`src/rtl/core/civ_cfe_pkg.sv`:
```
// Shared types, frame constants and the BCD conversion step for the
// command frame encoder. No dependencies.
package civ_cfe_pkg;

	// Command kinds carried in the func field
	typedef enum logic [1:0] {
		FUNC_PTT    = 2'd0,
		FUNC_FREQ   = 2'd1,
		FUNC_MODE   = 2'd2,
		FUNC_UNUSED = 2'd3
	} func_t;

	// Fixed frame bytes
	localparam logic [7:0] PREAMBLE_BYTE   = 8'hFE;
	localparam logic [7:0] CONTROLLER_BYTE = 8'hE0;
	localparam logic [7:0] END_BYTE        = 8'hFD;
	localparam logic [7:0] CMD_PTT         = 8'h1C;
	localparam logic [7:0] SUB_PTT         = 8'h00;
	localparam logic [7:0] CMD_FREQ        = 8'h05;
	localparam logic [7:0] CMD_MODE        = 8'h06;
	localparam logic [7:0] FILTER_NORMAL   = 8'h01;
	localparam logic [7:0] PTT_TX          = 8'h01;
	localparam logic [7:0] PTT_RX          = 8'h00;

	// Binary to BCD conversion geometry
	localparam int BIN_W          = 32;
	localparam int BCD_DIGITS     = 10;
	localparam int BCD_W          = 4 * BCD_DIGITS;
	localparam int STEPS_PER_STG  = 8;
	localparam int NUM_BCD_STAGES = BIN_W / STEPS_PER_STG;

	// Byte index within a frame
	localparam int POS_W = 4;
	localparam logic [POS_W-1:0] POS_PRE0      = 4'd0;
	localparam logic [POS_W-1:0] POS_PRE1      = 4'd1;
	localparam logic [POS_W-1:0] POS_ADDR      = 4'd2;
	localparam logic [POS_W-1:0] POS_CTRL      = 4'd3;
	localparam logic [POS_W-1:0] POS_CMD       = 4'd4;
	localparam logic [POS_W-1:0] POS_DATA0     = 4'd5;
	localparam logic [POS_W-1:0] POS_DATA1     = 4'd6;
	localparam logic [POS_W-1:0] POS_DATA2     = 4'd7;
	localparam logic [POS_W-1:0] POS_DATA3     = 4'd8;
	localparam logic [POS_W-1:0] POS_DATA4     = 4'd9;
	localparam logic [POS_W-1:0] POS_LAST_FREQ = 4'd10;
	localparam logic [POS_W-1:0] POS_LAST_SHORT = 4'd7;

	// One command as it travels down the pipeline
	typedef struct packed {
		func_t              func;
		logic               transmit_on;
		logic [7:0]         mode_code;
		logic [BIN_W-1:0]   bin;
		logic [BCD_W-1:0]   bcd;
	} item_t;

	// Run a slice of shift-and-add-3 steps, consuming binary bits MSB first
	function automatic item_t bcd_steps(item_t it);
		item_t r;
		r = it;
		for (int s = 0; s < STEPS_PER_STG; s++) begin
			for (int d = 0; d < BCD_DIGITS; d++) begin
				if (r.bcd[4*d +: 4] >= 4'd5) begin
					r.bcd[4*d +: 4] = r.bcd[4*d +: 4] + 4'd3;
				end
			end
			r.bcd = {r.bcd[BCD_W-2:0], r.bin[BIN_W-1]};
			r.bin = {r.bin[BIN_W-2:0], 1'b0};
		end
		return r;
	endfunction

endpackage

```
`src/rtl/core/civ_cfe_bcd_stage.sv`:
```
// One pipeline stage of the binary to BCD converter with valid/ready flow.
// Depends on civ_cfe_pkg for the item type and the conversion step.
module civ_cfe_bcd_stage (
	input  logic               clk,
	input  logic               arst_n,
	input  logic               in_valid,
	input  civ_cfe_pkg::item_t in_item,
	output logic               in_ready,
	output logic               out_valid,
	output civ_cfe_pkg::item_t out_item,
	input  logic               out_ready
);

	logic               valid_q;
	civ_cfe_pkg::item_t item_q;

	// Advance when the stage is empty or its content moves on
	assign in_ready = !valid_q || out_ready;

	always_ff @(posedge clk or negedge arst_n) begin
		if (!arst_n) begin
			valid_q <= 1'b0;
		end else if (in_ready) begin
			valid_q <= in_valid;
		end
	end

	// Load the next conversion slice on a transfer
	always_ff @(posedge clk) begin
		if (in_ready && in_valid) begin
			item_q <= civ_cfe_pkg::bcd_steps(in_item);
		end
	end

	assign out_valid = valid_q;
	assign out_item  = item_q;

endmodule

```
`src/rtl/core/civ_command_frame_encoder_unit.sv`:
```
// Command frame encoder: four BCD conversion stages, a frame serializer and
// an output register. Uses civ_cfe_pkg and civ_cfe_bcd_stage.
// A command passes through the four conversion stages, the frame register
// and the output register. Throughput: one byte per cycle while byte_stall is
// low; a frame is 8 bytes (push-to-talk, set mode) or 11 bytes (set frequency).
// Reset: arst_n clears all valid state and target address to 0.
module civ_command_frame_encoder_unit (
	input  logic       clk,
	input  logic       arst_n,
	// command channel
	input  logic       cmd_valid,
	output logic       cmd_stall,
	input  logic [1:0] func,
	input  logic       transmit_on,
	input  logic [31:0] frequency_hz,
	input  logic [7:0] mode_code,
	// byte channel
	output logic       byte_valid,
	input  logic       byte_stall,
	output logic [7:0] frame_byte,
	output logic       end_of_frame,
	// configuration
	input  logic       target_address_we,
	input  logic [7:0] target_address_data
);

	localparam int NS = civ_cfe_pkg::NUM_BCD_STAGES;

	logic                       stg_valid [NS+1];
	logic                       stg_ready [NS+1];
	civ_cfe_pkg::item_t         stg_item  [NS+1];

	logic [7:0]                 target_address_q;
	logic                       busy_q;
	civ_cfe_pkg::item_t         frm_q;
	logic [civ_cfe_pkg::POS_W-1:0] pos_q;
	logic                       byte_valid_q;
	logic [7:0]                 frame_byte_q;
	logic                       end_of_frame_q;

	logic                       emit;
	logic                       last;
	logic                       ser_ready;
	logic                       take;
	logic [7:0]                 sel_byte;

	// Hold the radio address
	always_ff @(posedge clk or negedge arst_n) begin
		if (!arst_n) begin
			target_address_q <= 8'h00;
		end else if (target_address_we) begin
			target_address_q <= target_address_data;
		end
	end

	// Enter commands; drop the unused kind at the input
	assign stg_valid[0] = cmd_valid && (civ_cfe_pkg::func_t'(func) != civ_cfe_pkg::FUNC_UNUSED);
	assign stg_item[0]  = '{func:        civ_cfe_pkg::func_t'(func),
	                        transmit_on: transmit_on,
	                        mode_code:   mode_code,
	                        bin:         frequency_hz,
	                        bcd:         '0};
	assign cmd_stall = !stg_ready[0];

	// Conversion pipeline
	for (genvar g = 0; g < NS; g++) begin : g_bcd
		civ_cfe_bcd_stage u_stage (
			.clk      (clk),
			.arst_n   (arst_n),
			.in_valid (stg_valid[g]),
			.in_item  (stg_item[g]),
			.in_ready (stg_ready[g]),
			.out_valid(stg_valid[g+1]),
			.out_item (stg_item[g+1]),
			.out_ready(stg_ready[g+1])
		);
	end

	// Serializer handshake
	assign emit = busy_q && (!byte_valid_q || !byte_stall);
	assign last = (frm_q.func == civ_cfe_pkg::FUNC_FREQ) ?
	              (pos_q == civ_cfe_pkg::POS_LAST_FREQ) :
	              (pos_q == civ_cfe_pkg::POS_LAST_SHORT);
	assign ser_ready    = !busy_q || (emit && last);
	assign stg_ready[NS] = ser_ready;
	assign take         = stg_valid[NS] && ser_ready;

	always_ff @(posedge clk or negedge arst_n) begin
		if (!arst_n) begin
			busy_q <= 1'b0;
			pos_q  <= '0;
		end else if (take) begin
			busy_q <= 1'b1;
			pos_q  <= '0;
		end else if (emit && last) begin
			busy_q <= 1'b0;
		end else if (emit) begin
			pos_q <= pos_q + 1'b1;
		end
	end

	always_ff @(posedge clk) begin
		if (take) begin
			frm_q <= stg_item[NS];
		end
	end

	// Select the frame byte at the current position
	always_comb begin
		sel_byte = civ_cfe_pkg::END_BYTE;
		unique case (pos_q)
			civ_cfe_pkg::POS_PRE0,
			civ_cfe_pkg::POS_PRE1: sel_byte = civ_cfe_pkg::PREAMBLE_BYTE;
			civ_cfe_pkg::POS_ADDR: sel_byte = target_address_q;
			civ_cfe_pkg::POS_CTRL: sel_byte = civ_cfe_pkg::CONTROLLER_BYTE;
			civ_cfe_pkg::POS_CMD: begin
				unique case (frm_q.func)
					civ_cfe_pkg::FUNC_PTT:  sel_byte = civ_cfe_pkg::CMD_PTT;
					civ_cfe_pkg::FUNC_FREQ: sel_byte = civ_cfe_pkg::CMD_FREQ;
					default:                sel_byte = civ_cfe_pkg::CMD_MODE;
				endcase
			end
			civ_cfe_pkg::POS_DATA0: begin
				unique case (frm_q.func)
					civ_cfe_pkg::FUNC_PTT:  sel_byte = civ_cfe_pkg::SUB_PTT;
					civ_cfe_pkg::FUNC_FREQ: sel_byte = frm_q.bcd[7:0];
					default:                sel_byte = frm_q.mode_code;
				endcase
			end
			civ_cfe_pkg::POS_DATA1: begin
				unique case (frm_q.func)
					civ_cfe_pkg::FUNC_PTT: sel_byte = frm_q.transmit_on ?
					                                  civ_cfe_pkg::PTT_TX : civ_cfe_pkg::PTT_RX;
					civ_cfe_pkg::FUNC_FREQ: sel_byte = frm_q.bcd[15:8];
					default:                sel_byte = civ_cfe_pkg::FILTER_NORMAL;
				endcase
			end
			civ_cfe_pkg::POS_DATA2: begin
				sel_byte = (frm_q.func == civ_cfe_pkg::FUNC_FREQ) ?
				           frm_q.bcd[23:16] : civ_cfe_pkg::END_BYTE;
			end
			civ_cfe_pkg::POS_DATA3: sel_byte = frm_q.bcd[31:24];
			civ_cfe_pkg::POS_DATA4: sel_byte = frm_q.bcd[39:32];
			default:                sel_byte = civ_cfe_pkg::END_BYTE;
		endcase
	end

	// Output register: load on emit, drop after a transfer
	always_ff @(posedge clk or negedge arst_n) begin
		if (!arst_n) begin
			byte_valid_q <= 1'b0;
		end else if (emit) begin
			byte_valid_q <= 1'b1;
		end else if (!byte_stall) begin
			byte_valid_q <= 1'b0;
		end
	end

	always_ff @(posedge clk) begin
		if (emit) begin
			frame_byte_q   <= sel_byte;
			end_of_frame_q <= last;
		end
	end

	assign byte_valid   = byte_valid_q;
	assign frame_byte   = frame_byte_q;
	assign end_of_frame = end_of_frame_q;

endmodule

```
`config.mk`:
```
export PLATFORM = sky130hd
export DESIGN_NAME = civ_command_frame_encoder_unit
export DESIGN_NICKNAME = d
export VERILOG_FILES = /design/src/rtl/core/civ_cfe_pkg.sv /design/src/rtl/core/civ_cfe_bcd_stage.sv /design/src/rtl/core/civ_command_frame_encoder_unit.sv
export SDC_FILE = /design/constraint.sdc
export NUM_CORES = 1
export LEC_CHECK = 0
export BUFFER_PORTS_ARGS = -buffer_cell sky130_fd_sc_hd__buf_2
export CELL_PAD_IN_SITES_DETAIL_PLACEMENT = 0
export CELL_PAD_IN_SITES_GLOBAL_PLACEMENT = 1
export CORE_MARGIN = 2
export CORE_UTILIZATION = 40
export CTS_BUF_LIST = sky130_fd_sc_hd__clkbuf_4 sky130_fd_sc_hd__clkbuf_8
export DETAILED_ROUTE_END_ITERATION = 8
export HOLD_SLACK_MARGIN = 0.12
export MAX_ROUTING_LAYER = met4
export PLACE_DENSITY = 0.67
export SLEW_MARGIN = 0
export SYNTH_ARGS = -nofsm -noshare
export SYNTH_HDL_FRONTEND = slang
export SYNTH_SLANG_ARGS = --single-unit
```
`constraint.sdc`:
```
create_clock -name clk -period 7.2 [get_ports clk]
set_input_delay 1.44 -clock clk [delete_from_list [all_inputs] [get_ports clk]]
set_output_delay 1.44 -clock clk [all_outputs]
set_load 0.02 [all_outputs]
```
# Word-level counts from Yosys, hierarchy flattened
# Index checks and enable logic that the tools add are counted.
[word_totals] register_bits=330 input_bits=56 wordCells=1153
[op_classes] add_sub_neg=276 magnitude_cmp=275 eq_ne=14 muxes=527 n_reduce_logical=28
[op_table] operator="4-bit two-way mux" count=471
[op_table] operator="4-bit by 3-bit greater-or-equal comparator with 1-bit output, second input constant" count=275
[op_table] operator="4-bit by 2-bit adder with 4-bit output, second input constant" count=251
[op_table] operator="3-bit two-way mux" count=45
[op_table] operator="3-bit by 2-bit adder with 3-bit output, second input constant" count=24
[op_table] operator="8-bit case mux with 9 select lines" count=1
[op_table] operator="8-bit case mux with 2 select lines" count=2
[op_table] operator="4-bit by 3-bit == test with 1-bit output, second input constant" count=4
[op_table] operator="4-bit == test, second input constant" count=3
[op_table] operator="5-bit case mux with 2 select lines" count=1
[op_table] operator="4-bit by 2-bit == test with 1-bit output, second input constant" count=2
[op_table] operator="1-bit logical AND" count=8
[op_table] operator="1-bit logical NOT" count=8
[op_table] operator="8-bit two-way mux" count=1
[op_table] operator="1-bit logical OR" count=6
[op_table] operator="1-bit two-way mux" count=6
[op_table] operator="4-bit by 1-bit adder with 4-bit output, second input constant" count=1
[op_table] operator="4-bit by 1-bit == test with 1-bit output, second input constant" count=1
[op_table] operator="4-bit logical NOT" count=1
[op_table] operator="2-bit != test, second input constant" count=2
[op_table] operator="2-bit nonzero test" count=2
[op_table] operator="2-bit by 1-bit == test with 1-bit output, second input constant" count=1
[op_table] operator="2-bit logical NOT" count=1
[op_table] operator="2-bit by 1-bit != test with 1-bit output, second input constant" count=1
[op_table] operator="other kinds (2)" count=2

# Logic depth before layout (Yosys ltp)
[logic_depth] ltp_word=31 mapped_depth=37 ltp_nobuf=36

# Cells and area by module
# A second synthesis with hierarchy kept.
[hier_totals] hier_cells=7311 hier_area_um2=58911.5
[modules_own_cells] module="civ_cfe_bcd_stage" n_inst=4 cells_each=1775 area_per_inst_um2=13949.6 seq_area_each_um2=2277.2
[modules_own_cells] module="civ_command_frame_encoder_unit" n_inst=1 cells_each=211 area_per_inst_um2=3113.0 seq_area_each_um2=2152.1

# Least setup slack after synthesis
# No wires, ideal clock.
[synth_path] path_kind="reg-to-reg" start="register g_bcd[0].u_stage.item_q (netlist bit g_bcd[0].u_stage.out_item[0])" end="register g_bcd[1].u_stage.item_q (netlist bit g_bcd[1].u_stage.out_item[8]) (data pin)" arrival_time_ns=6.427 t_required_ns=6.946 path_slack_ns=0.519 stages_incl_launch_ff=38 path_buffers=3 path_cell_list="edfxtp_1 inv_1 ha_1 nand2b_2 a211oi_1 a21o_1 buf_2 a22oi_1 nand2_2 inv_2 ha_1 o31ai_1 a21oi_1 a211oi_1 o22a_1 a21o_1 nand2_1 ha_1 [... 2 more ...] o21ai_0 ha_1 inv_1 and3_1 nor4_2 nor3_1 ha_1 nor4_1 o21a_1 o21a_1 clkbuf_1 ha_1 buf_1 o21a_1 o21ai_0 o21ai_0 o221ai_1 a21o_1"
[synth_via] elab_chain_cells=23 word_cells_on_any_way=55
[synth_lines] element="from (decl)" line_no="civ_cfe_bcd_stage.sv:15" source="civ_cfe_pkg::item_t item_q;"
[synth_lines] element="from (signal assigned)" line_no="civ_cfe_bcd_stage.sv:31" source="item_q <= civ_cfe_pkg::bcd_steps(in_item);"
[synth_lines] element="4-bit by 2-bit adder with 4-bit output / 4-bit by 3-bit greater-or-equal comparator with 1-bit output (equally long branches)" line_no="civ_cfe_pkg.sv:63, civ_cfe_pkg.sv:62"
[synth_lines] element="4-bit two-way mux *" line_no="civ_cfe_pkg.sv:62" source="if (r.bcd[4*d +: 4] >= 4'd5) begin"
[synth_lines] element="4-bit two-way mux *" line_no="civ_cfe_bcd_stage.sv:30" source="if (in_ready && in_valid) begin"
[synth_lines] element="4-bit by 2-bit adder with 4-bit output / 4-bit by 3-bit greater-or-equal comparator with 1-bit output (equally long branches)" line_no="civ_cfe_pkg.sv:63, civ_cfe_pkg.sv:62"
[synth_lines] element="4-bit two-way mux" line_no="civ_cfe_pkg.sv:62"
[synth_lines] element="4-bit two-way mux" line_no="civ_cfe_bcd_stage.sv:30"
[synth_lines] element="4-bit by 2-bit adder with 4-bit output / 4-bit by 3-bit greater-or-equal comparator with 1-bit output (equally long branches)" line_no="civ_cfe_pkg.sv:63, civ_cfe_pkg.sv:62"
[synth_lines] element="4-bit two-way mux" line_no="civ_cfe_pkg.sv:62"
[synth_lines] element="[... 7 more ...]"
[synth_lines] element="4-bit by 2-bit adder with 4-bit output / 4-bit by 3-bit greater-or-equal comparator with 1-bit output (equally long branches)" line_no="civ_cfe_pkg.sv:63, civ_cfe_pkg.sv:62"
[synth_lines] element="4-bit two-way mux" line_no="civ_cfe_pkg.sv:62"
[synth_lines] element="4-bit two-way mux" line_no="civ_cfe_bcd_stage.sv:30"
[synth_lines] element="4-bit by 2-bit adder with 4-bit output / 4-bit by 3-bit greater-or-equal comparator with 1-bit output (equally long branches)" line_no="civ_cfe_pkg.sv:63, civ_cfe_pkg.sv:62"
[synth_lines] element="4-bit two-way mux" line_no="civ_cfe_pkg.sv:62"
[synth_lines] element="4-bit two-way mux" line_no="civ_cfe_bcd_stage.sv:30"
[synth_lines] element="4-bit by 2-bit adder with 4-bit output / 4-bit by 3-bit greater-or-equal comparator with 1-bit output (equally long branches)" line_no="civ_cfe_pkg.sv:63, civ_cfe_pkg.sv:62"
[synth_lines] element="4-bit two-way mux *" line_no="civ_cfe_pkg.sv:62"
[synth_lines] element="to (signal assigned)" line_no="civ_cfe_bcd_stage.sv:31"
[synth_lines] element="to (decl)" line_no="civ_cfe_bcd_stage.sv:15"
# Every way passes the cells marked *; elsewhere a longest branch is shown, timed or not. The select of a mux whose other input is x is not followed.
# A chain may end at the register's enable or synchronous reset.

# Worst setup path in the final report
[layout_path] start="register g_bcd[2].u_stage.item_q (netlist bit g_bcd[2].u_stage.out_item[28])" end="register g_bcd[3].u_stage.item_q (netlist bit g_bcd[3].u_stage.out_item[31]) (data pin)"
[layout_via] elab_chain_cells=23 word_cells_on_any_way=31
[layout_lines] element="from (decl)" line_no="civ_cfe_bcd_stage.sv:15"
[layout_lines] element="from (signal assigned)" line_no="civ_cfe_bcd_stage.sv:31"
[layout_lines] element="4-bit by 2-bit adder with 4-bit output / 4-bit by 3-bit greater-or-equal comparator with 1-bit output (equally long branches)" line_no="civ_cfe_pkg.sv:63, civ_cfe_pkg.sv:62"
[layout_lines] element="4-bit two-way mux *" line_no="civ_cfe_pkg.sv:62"
[layout_lines] element="4-bit two-way mux *" line_no="civ_cfe_bcd_stage.sv:30"
[layout_lines] element="4-bit by 2-bit adder with 4-bit output / 4-bit by 3-bit greater-or-equal comparator with 1-bit output (equally long branches)" line_no="civ_cfe_pkg.sv:63, civ_cfe_pkg.sv:62"
[layout_lines] element="4-bit two-way mux *" line_no="civ_cfe_pkg.sv:62"
[layout_lines] element="4-bit two-way mux *" line_no="civ_cfe_bcd_stage.sv:30"
[layout_lines] element="4-bit by 2-bit adder with 4-bit output / 4-bit by 3-bit greater-or-equal comparator with 1-bit output (equally long branches)" line_no="civ_cfe_pkg.sv:63, civ_cfe_pkg.sv:62"
[layout_lines] element="4-bit two-way mux *" line_no="civ_cfe_pkg.sv:62"
[layout_lines] element="[... 7 more ...]"
[layout_lines] element="4-bit by 2-bit adder with 4-bit output / 4-bit by 3-bit greater-or-equal comparator with 1-bit output (equally long branches)" line_no="civ_cfe_pkg.sv:63, civ_cfe_pkg.sv:62"
[layout_lines] element="4-bit two-way mux *" line_no="civ_cfe_pkg.sv:62"
[layout_lines] element="4-bit two-way mux *" line_no="civ_cfe_bcd_stage.sv:30"
[layout_lines] element="4-bit by 3-bit greater-or-equal comparator with 1-bit output / 4-bit by 2-bit adder with 4-bit output (equally long branches)" line_no="civ_cfe_pkg.sv:62, civ_cfe_pkg.sv:63"
[layout_lines] element="4-bit two-way mux *" line_no="civ_cfe_pkg.sv:62"
[layout_lines] element="4-bit two-way mux *" line_no="civ_cfe_bcd_stage.sv:30"
[layout_lines] element="4-bit by 2-bit adder with 4-bit output / 4-bit by 3-bit greater-or-equal comparator with 1-bit output (equally long branches)" line_no="civ_cfe_pkg.sv:63, civ_cfe_pkg.sv:62"
[layout_lines] element="4-bit two-way mux *" line_no="civ_cfe_pkg.sv:62"
[layout_lines] element="to (signal assigned)" line_no="civ_cfe_bcd_stage.sv:31"
[layout_lines] element="to (decl)" line_no="civ_cfe_bcd_stage.sv:15"
# Marks and branches as above.

==> reports/metrics.cfg <==
[global_routing]
grt_pass1_wl_um=110000
grt-ovfl-total=0
antenna_found_initial=1
grt_usage_pct=17.3
grt_max_degree=52
grt_pass1_vias=23962

[critical_path]
cp_data_required_time_ps=7700
start_kind=flop
crit_path_frequent_cell=inv_1
arrival_ps=7220
critPathMaxStageDelay_ps=450
path_class=reg2reg
critPathBufInv=9
cp_max_fo=8
cp_slowest_cell=edfxtp_1
crit_family=compound AO/OA/AOI/OAI gates
end_kind=flop
r2r_setup_slack_ps=480

[final_layout]
drive_above_1_share_pct=15.7
utilization_pct=44.4
syn2layout_area_growth_pct=10.2
final_nets=3662

[die]
initial_core_util_pct=40.3
fp-row-count=98
ioPinCount=67
fp.dieArea_mm2=0.0740
core_area_mm2=0.0712
die_y_um=272
chipWidth_um=272

[cts]
path_clk_slew_ps=80
cts_htree_levels=2
cts_tree=done
clock_latency_ps=660
clock_tree.root_cell=clkbuf_8
clock-sinks=272
cts_buffer_depth=3
cts-hold-fix-buffers=0
cts_buffers=51

[place]
routabilityCongestion=0.820
hpwl_um=47600
port-buffer-count=66

[route]
routedWlPerCell_um=14.4
via_per_inst=5.71
via_count=25407
drt_iter0_drc=1395
drc_errors=0
first_pass_iters=7
ant_nets=0
routed_wirelength_um=64100

[sta]
layout_worst_path_cycle_share_pct=93.3
worst_clock_skew_ps=31.8
hold_viol=0
setup_viol_count_final=0
worstMarginPinSlew_ps=1180
fmax_ghz=0.149
period_needed_ps=6720
relSlewSlack_pct=21.3
slew_violations=0

[synth]
async_reset_ff_share_pct=6.62
synth_top_cell_area_share_pct=26.6
yosysSeqAreaShare_pct=28.1
ys_dominant_reg_cell=edfxtp_1
syn-mean-instance-area_um2=8.45
yosys_warnings=0
yosysMostFrequentCell=nand2_1
ys_seq_elements=272
synth_area_leaders=edfxtp_1 27%, ha_1 6.4%, a21oi_1 4.1%
synthCells=3397
syn_area_mm2=0.0287
ys_types=139
synthTopCellsByCount=296 x nand2_1, 284 x nor2_1, 254 x edfxtp_1
synth.largest_area_cell=edfxtp_1
syn_nets=3600
synth-edff-count=254

[run_status]
run_status=completed

[min_path]
worstHoldPathType=reg2reg

[run]
maxCapViolations=0

==> worst paths after layout <==
check | depth (start not counted) | to | from
setup / recovery | 35 | g_bcd[3].u_stage.out_item[31] | g_bcd[2].u_stage.out_item[28]
hold / removal | 0 | frm_q[14] | g_bcd[3].u_stage.out_item[14]
setup reg to reg | 35 | g_bcd[3].u_stage.out_item[31] | g_bcd[2].u_stage.out_item[28]
hold reg to reg | 0 | frm_q[14] | g_bcd[3].u_stage.out_item[14]
max in group asynchronous | 1 | target_address_q[4] | arst_n
min in group asynchronous | 1 | pos_q[1] | arst_n
==> stage by stage <==
stage	worst slack [ps]	instances	area [um2]	hold WS (ps)	TNS, ps
finish	480	4453	31700	401	0
global route	-41.6	4453	31700	405	-94.0
CTS	20.3	4432	31200	402	0
detailed placement	64.7	4336	30000	405	0
global placement	399	4336	30000	401	0
floorplan	519	3397	28700	400	0
==> cell families after synthesis <==
group	after synthesis	synth area share, %
AO/OA/AOI/OAI	1220	30.4
AND/OR/NAND/NOR	1147	19.8
buffers and inverters	313	4.32
flip-flops	272	28.1
multiplexers	187	7.12
adder cells (fa/ha/maj)	151	6.55
XOR/XNOR	107	3.68
==> sequential cells by signal (all words and copies together) (netlist names) <==
| signal | flops |
|---|---|
| g_bcd.u_stage.out_valid | 4 |
| busy_q | 1 |
| frame_byte | 8 |
| target_address_q | 8 |
| frm_q | 51 |
| g_bcd.u_stage.out_item | 194 |
| byte_valid | 1 |
| pos_q | 4 |
| end_of_frame | 1 |
==> routing by layer <==
layer | global-route usage, % | vias to the layer above | part of all wire, %
met2 | 28.5 | 325 | 47
met5 | - | - | 0
met1 | 22.6 | 11961 | 49
met3 | 2.21 | 95 | 2.9
li1 | - | 13026 | -
met4 | 4.22 | 0 | 1.8
==> repair_timing <==
item / in CTS / in global routing
gates resized for setup: 0 / 78
setup buffers: 0 / 20
hold endpoints to repair: 0 / 0
endpoints found under the setup margin: 0 / 61
==> cells in the final DEF (no fill, tap or decap), types with 19 or more instances in the layout <==
master,n
a22oi_1,34
a211oi_1,56
o22ai_1,44
o21bai_1,30
o21ai_1,60
ha_1,142
nor2_1,279
or3_1,34
o21a_1,46
o211ai_1,45
clkbuf_4,19
or2_2,29
mux2i_1,100
a21oi_2,26
a21oi_1,223
edfxtp_1,254
and3_1,34
inv_1,190
a21o_1,47
xnor2_1,67
buf_4,51
nand3_1,80
nor2b_1,49
o211a_1,21
clkbuf_8,53
a21boi_0,20
nor3_1,82
buf_2,66
a211o_1,21
and2_1,50
o21ai_0,196
mux2_2,70
nand2_1,295
nand2b_1,76
o31ai_1,20
a31oi_1,33
==> cell type report <==
cell class / count / area [um2]
sequential: 272 / 8080
fill: 6889 / 39600
clock inverter: 24 / 258
antenna: 1 / 2.50
tap: 950 / 1190
inverter: 205 / 773
clock buffer: 72 / 872
timing repair buffer: 117 / 713
multi-input combinational: 2812 / 19800
Power is not shown: default switching activity piles up to over one toggle a cycle in this logic, so the estimate is an artifact.
